`src/rme_pkg.sv`:
```
// ----------------------------------------------------------------------------
// rme_pkg
// Shared widths, register indexes and reset values for the modexp block.
// ----------------------------------------------------------------------------
`default_nettype none

package rme_pkg;

  localparam int WIDTH     = 16;
  localparam int CNT_W     = $clog2(WIDTH);
  localparam int CFG_IDX_W = 2;

  typedef logic [WIDTH-1:0]     word_t;
  typedef logic [CFG_IDX_W-1:0] cfg_idx_t;

  localparam cfg_idx_t REG_MODULUS  = cfg_idx_t'(0);
  localparam cfg_idx_t REG_PUB_EXP  = cfg_idx_t'(1);
  localparam cfg_idx_t REG_PRIV_EXP = cfg_idx_t'(2);

  localparam word_t MODULUS_RST  = word_t'(2);
  localparam word_t PUB_EXP_RST  = word_t'(3);
  localparam word_t PRIV_EXP_RST = word_t'(1);

  localparam logic REQ_ENCRYPT = 1'b0;
  localparam logic REQ_DECRYPT = 1'b1;

  typedef struct packed {
    logic  done;
    word_t prod;
  } mm_res_t;

endpackage

`default_nettype wire

```
`src/rsa_modular_exponentiation.sv`:
```
// ----------------------------------------------------------------------------
// rsa_modular_exponentiation
// value^exp mod n by right-to-left square and multiply, two bit-serial
// modular multipliers working side by side.
// ----------------------------------------------------------------------------
//  channel   dir  fields
//  s_axis    in   tdata = value[15:0], tuser = req_type
//  m_axis    out  tdata = result[15:0]
//  cfg       in   index 0 modulus, 1 pub_exp, 2 priv_exp
//
//  One item at a time: the base is first reduced mod n, then a multiply
//  and a square run side by side for each exponent bit up to the highest
//  one, the product kept where the bit is set. Modulus zero goes straight
//  to the result. A finished result sits in the output register; the next
//  item is taken meanwhile. Synchronous reset restores the register reset
//  values.
// ----------------------------------------------------------------------------
`default_nettype none

module rsa_modular_exponentiation
  import rme_pkg::*;
(
  input  wire logic     clk,
  input  wire logic     rst,
  input  wire logic     s_axis_tvalid,
  output logic          s_axis_tready,
  input  wire word_t    s_axis_tdata,   // [15:0] value
  input  wire logic     s_axis_tuser,   // [0] req_type
  output logic          m_axis_tvalid,
  input  wire logic     m_axis_tready,
  output word_t         m_axis_tdata,   // [15:0] result
  input  wire logic     cfg_valid,
  output logic          cfg_ready,
  input  wire cfg_idx_t cfg_index,
  input  wire word_t    cfg_data
);

  typedef enum logic [1:0] {
    S_IDLE,
    S_LAUNCH,
    S_MUL,
    S_DONE
  } state_t;

  state_t  state;
  word_t   modulus;
  word_t   pub_exp;
  word_t   priv_exp;
  word_t   m_reg;
  word_t   exp_sh;
  word_t   acc;
  word_t   base;
  logic    red;
  mm_res_t res0;
  mm_res_t res1;
  logic    start0;
  logic    start1;

  assign cfg_ready     = 1'b1;
  assign s_axis_tready = (state == S_IDLE);
  assign start0        = (state == S_LAUNCH) && (red || (exp_sh != '0));
  assign start1        = (state == S_LAUNCH) && !red && (exp_sh != '0);

  always_ff @(posedge clk) begin
    if (rst) begin
      modulus  <= MODULUS_RST;
      pub_exp  <= PUB_EXP_RST;
      priv_exp <= PRIV_EXP_RST;
    end else if (cfg_valid && cfg_ready) begin
      case (cfg_index)
        REG_MODULUS:  modulus  <= cfg_data;
        REG_PUB_EXP:  pub_exp  <= cfg_data;
        REG_PRIV_EXP: priv_exp <= cfg_data;
        default: ;
      endcase
    end
  end

  rme_mulmod u_mul_acc (
    .clk   (clk),
    .rst   (rst),
    .start (start0),
    .a     (base),
    .b     (acc),
    .m     (m_reg),
    .res   (res0)
  );

  rme_mulmod u_mul_sq (
    .clk   (clk),
    .rst   (rst),
    .start (start1),
    .a     (base),
    .b     (base),
    .m     (m_reg),
    .res   (res1)
  );

  always_ff @(posedge clk) begin
    if (rst) begin
      state         <= S_IDLE;
      m_axis_tvalid <= 1'b0;
      red           <= 1'b0;
    end else begin
      if (m_axis_tvalid && m_axis_tready && (state != S_DONE)) begin
        m_axis_tvalid <= 1'b0;
      end
      case (state)
        S_IDLE: begin
          if (s_axis_tvalid) begin
            base   <= s_axis_tdata;
            m_reg  <= modulus;
            exp_sh <= (s_axis_tuser == REQ_DECRYPT) ? priv_exp : pub_exp;
            red    <= 1'b1;
            if (modulus == '0) begin
              acc   <= '0;
              state <= S_DONE;
            end else begin
              acc   <= word_t'(1);
              state <= S_LAUNCH;
            end
          end
        end
        S_LAUNCH: begin
          if (red || (exp_sh != '0)) begin
            state <= S_MUL;
          end else begin
            state <= S_DONE;
          end
        end
        S_MUL: begin
          if (res0.done) begin
            if (red) begin
              base <= res0.prod;
              acc  <= (m_reg == word_t'(1)) ? '0 : word_t'(1);
              red  <= 1'b0;
            end else begin
              if (exp_sh[0]) begin
                acc <= res0.prod;
              end
              base   <= res1.prod;
              exp_sh <= exp_sh >> 1;
            end
            state <= S_LAUNCH;
          end
        end
        S_DONE: begin
          if (!m_axis_tvalid || m_axis_tready) begin
            m_axis_tvalid <= 1'b1;
            m_axis_tdata  <= acc;
            state         <= S_IDLE;
          end
        end
        default: state <= S_IDLE;
      endcase
    end
  end

  a_units_in_step: assert property (@(posedge clk) disable iff (rst)
    (state == S_MUL && !red) |-> (res0.done == res1.done))
    else $error("multipliers out of step");

  a_operands_reduced: assert property (@(posedge clk) disable iff (rst)
    (state == S_LAUNCH && !red) |-> (acc < m_reg && base < m_reg))
    else $error("operand not reduced");

  a_no_start_while_busy: assert property (@(posedge clk) disable iff (rst)
    start0 |=> !start0)
    else $error("back to back multiplier start");

endmodule

`default_nettype wire

```
`src/rme_mulmod.sv`:
```
// ----------------------------------------------------------------------------
// rme_mulmod
// Bit-serial modular multiplier: a * b mod m, one bit of a per cycle, MSB
// first. Needs b < m (or m = 1); res.done marks the result as ready.
// ----------------------------------------------------------------------------
`default_nettype none

module rme_mulmod
  import rme_pkg::*;
(
  input  wire logic    clk,
  input  wire logic    rst,
  input  wire logic    start,
  input  wire word_t   a,
  input  wire word_t   b,
  input  wire word_t   m,
  output mm_res_t      res
);

  localparam int TW = WIDTH + 2;

  logic             run;
  logic [CNT_W-1:0] cnt;
  word_t            a_sh;
  word_t            b_reg;
  word_t            m_reg;
  word_t            r;
  logic             done;

  logic [TW-1:0] t;
  logic [TW-1:0] m1;
  logic [TW-1:0] m2;
  word_t         r_next;

  always_comb begin
    m1 = TW'(m_reg);
    m2 = TW'({m_reg, 1'b0});
    t  = TW'({r, 1'b0}) + (a_sh[WIDTH-1] ? TW'(b_reg) : '0);
    if (t >= m2) begin
      r_next = word_t'(t - m2);
    end else if (t >= m1) begin
      r_next = word_t'(t - m1);
    end else begin
      r_next = word_t'(t);
    end
  end

  always_ff @(posedge clk) begin
    if (rst) begin
      run  <= 1'b0;
      done <= 1'b0;
      cnt  <= '0;
    end else begin
      done <= 1'b0;
      if (start) begin
        run   <= 1'b1;
        cnt   <= '0;
        a_sh  <= a;
        b_reg <= b;
        m_reg <= m;
        r     <= '0;
      end else if (run) begin
        r    <= r_next;
        a_sh <= {a_sh[WIDTH-2:0], 1'b0};
        cnt  <= cnt + 1'b1;
        if (cnt == CNT_W'(WIDTH - 1)) begin
          run  <= 1'b0;
          done <= 1'b1;
        end
      end
    end
  end

  assign res.done = done;
  assign res.prod = r;

endmodule

`default_nettype wire
```
`config.mk`:
```
export PLATFORM = sky130hd
export DESIGN_NAME = rsa_modular_exponentiation
export DESIGN_NICKNAME = d
export VERILOG_FILES = /design/src/rme_pkg.sv /design/src/rsa_modular_exponentiation.sv /design/src/rme_mulmod.sv
export SDC_FILE = /design/constraint.sdc
export NUM_CORES = 1
export LEC_CHECK = 0
export BUFFER_PORTS_ARGS = -buffer_cell sky130_fd_sc_hd__buf_2
export CAP_MARGIN = 30
export CORE_MARGIN = 1.5
export CORE_UTILIZATION = 40
export DETAILED_ROUTE_END_ITERATION = 6
export PLACE_DENSITY = 0.67
export REMOVE_ABC_BUFFERS = 1
export SETUP_SLACK_MARGIN = 0.4
export SYNTH_ARGS = -nofsm -noshare
export SYNTH_HDL_FRONTEND = slang
export SYNTH_SLANG_ARGS = --single-unit
```
`constraint.sdc`:
```
create_clock -name clk -period 6.4 [get_ports clk]
set_clock_uncertainty 0.2 [all_clocks]
set_input_delay 1.92 -clock clk [delete_from_list [all_inputs] [get_ports clk]]
set_output_delay 1.92 -clock clk [all_outputs]
set_load 0.01 [all_outputs]
```
==> results.md <==
- Hold violation total from the final report: 0
- DP Wirelength: ~29000 um
- Post-synth ARST share: 0%
- PD cells: 412 nW/um^2
- Synth cell types: 89
- Final wirelength: ~39000 um
- Pin count of the biggest net entering global routing: 37
- Max_cap viols: 0
- Final Cell Area: about 17000 sq um
- List of most frequent post-synthesis cells: 293 x nand2_1, 208 x edfxtp_1, 108 x a21oi_1
- Via count: 11400
- Area share of the largest cell type after synthesis: between 40 and 50%
- Post-Synth Adder-Cell Area: 8.57%
- Maximum root-to-sink buffer count: 3
- Synth-to-Final Area Change: 12.4%
- Reg2reg path depth: 20
- Count leader, synth: nand2_1
- DP Area: 16300 sq um
- Sink Count: 271
- Core Area: around 38000 sq um
- RSZ-0062 raised after global routing: false
- Start of the worst register-to-register path: u_mul_acc.a_sh[15]
- GRT Overall Usage: between 10% and 20%
- Synth Area in Compound Gates: around 16%
- Final min period: 5.44 ns
- Fin util: 45.8%
- Clock latency on the worst-skew pair: between 0.5 and 0.6 ns
- Ys Warns: 0
- Xor/xnor share of the synthesized area: 4.14%
- TritonCTS clock tree: built
- Layout Cells excl Fill: 2101
- Worst hold path startpoint: acc[11]
- Via/cell ratio: 5.43
- Worst setup SP type: flip-flop
- Initial core utilization: about two fifths
- Residual DRC: 0
- Post-CTS Resized: 0
- Routability cong.: roughly 0.93
- First DRT Iteration DRCs: 912
- Largest family of logic cells by synthesized area: simple AND/OR/NAND/NOR gates
- Worst Setup End Kind: flip-flop
- Avg Cell Area, Syn: 10.2 sq um
- Final setup vio count: 0
- Rows: 71
- First-pass GRT wire length: 60700 um
- Initial antenna violation count: 4
- Simple-gate share of the synthesized area: between 15 and 20%
- Max-slew violation count: 0
- Synth area leaders: edfxtp_1 41%, dfxtp_1 8.2%, ha_1 7.8%
- Synth Cell Area: 15400 sq um
- EDFF count, synth: 208
- H-tree levels: 1
- Hold Path Class: flip-flop to flip-flop
- Setup CP Type: flip-flop to flip-flop
- Io pins: 59
- Final TNS setup: 0 ns
- Sequential cell area fraction in the yosys report: 48.7%
- TritonCTS buffer count: 29
- CP max FO: 29
- GRT Residual Overflow: 0
- Dpl cells: 2042
- Critical path launch point: u_mul_acc.a_sh[15]
- Die Y: 199 um
- IO Port Bufs: 57
- Fillers: around 3600
- Area of the multi-input gates: 7470 sq um
- Root Driver: clkbuf_16
- Clock Pin Slew Worst Setup and Hold Paths: 0.06 ns
- Run status: finished clean
- Share of cells above drive strength 1: 11.3%
- Critical path arrival: 5.64 ns
- Vias in the first global route: 10800
- Final ANT Viol Nets: 0
- Die Wd: 199 um
- Routed len/inst: 18.5 um
- Critical Path RT: 6.60 ns
- Storage cell area: 7510 sq um
- Peak VDD IR: 0.228 mV
- Worst-Margin Slew: 0.941 ns
- Synth Flop Type: edfxtp_1
- FMAX: between 0.15 and 0.2 GHz
- Power, Total: 7.14 mW
- Worst hold stages: 0
- Fin nets: approximately 1700
- Biggest area consumer among synthesized cells: edfxtp_1
- First-pass DRT Iterations: 5
- Mapped Cells: between 1500 and 2000
- Die area: 39700 sq um
- Mux cell area share after synthesis: roughly 3.1%
- Static Leak: 6.76 nW
- Period utilization: 84.9%
- Synthesis-stage register bit count: 271
- Worst slew margin: 37.1%
## through the flow
step	setup slack (ns)	hold WS, ns
2_1_floorplan	0.539	0.221
3_3_place_gp	0.997	0.236
3_5_place_dp	0.796	0.230
4_1_cts	0.738	0.248
5_1_grt	0.507	0.257
6_report	0.964	0.248
## path summary, 6_finish.rpt
| path | end | slack, ns |
|---|---|---|
| min reg2reg | u_mul_acc.b_reg[11] | 0.25 |
| max | u_mul_acc.r[0] | 0.96 |
| max reg2reg | u_mul_acc.r[0] | 0.96 |
| min | u_mul_acc.b_reg[11] | 0.25 |
## routing by layer
layer | part of all wire (%) | vias up | GRT usage [%]
met1 | 47 | 5406 | 28.6
met5 | 0.052 | - | 0
met3 | 6.4 | 57 | 3.63
li1 | - | 5605 | -
met2 | 44 | 336 | 30.5
met4 | 2.3 | 2 | 5.01
## final cells by class
class,instances,area share (%)
inverter,65,1.41
antenna,3,0.0433
timing repair buffer,75,2.53
clock inverter,18,1.33
tap,511,3.69
clock buffer,36,4.63
multi-input combinational,1122,43.1
sequential,271,43.3
## cells by family after synthesis
group / Yosys count
compound gates: 362
xor+xnor: 72
fa+ha+maj: 102
buf+inv: 120
flops: 271
mux: 47
other cells: 1
simple gates: 538
## critical path: stages, from the launching register on
cell and delay (ns):
edfxtp_1 0.42, and2_1 0.16, ha_1 0.20, inv_1 0.07, fa_1 0.40, nor2b_1 0.17, o2111ai_1 0.15, a31oi_1 0.40
a21o_1 0.20, a21oi_1 0.08, xnor2_1 0.38, ha_1 0.38, a21o_1 0.20, a31oi_1 0.31, a2bb2oi_1 0.24, a21oi_1 0.13
a2111oi_4 0.34, buf_4 0.35, o21ai_1 0.12, mux2_1 0.32, nor2_1 0.08
## repair_timing
action,in CTS,in global routing
hold buffers,0,0
setup buffers,0,1
endpoints found under the setup margin,0,9
## layout by cell type (no fill, tap or decap), types with 18 or more instances in the layout
cell type / count
o21ai_0: 74
and2_1: 46
dfxtp_1: 63
edfxtp_1: 208
ha_1: 96
inv_1: 65
xor2_1: 26
a21oi_1: 107
nand3_1: 28
nor3_1: 23
clkbuf_16: 30
nor2_1: 49
o21a_1: 21
xnor2_1: 45
nor4_1: 18
buf_2: 57
a21o_1: 25
nand2_1: 293
mux2i_1: 46
## where the power goes
part | internal (mW) | switching, mW | leakage [nW]
logic | 1.22 | 1.86 | 3.82
clock network | 1.10 | 0.711 | 0.512
registers | 2.14 | 0.112 | 2.44
total | 4.46 | 2.68 | 6.76
Note: power is estimated with default switching activity, not from simulation.
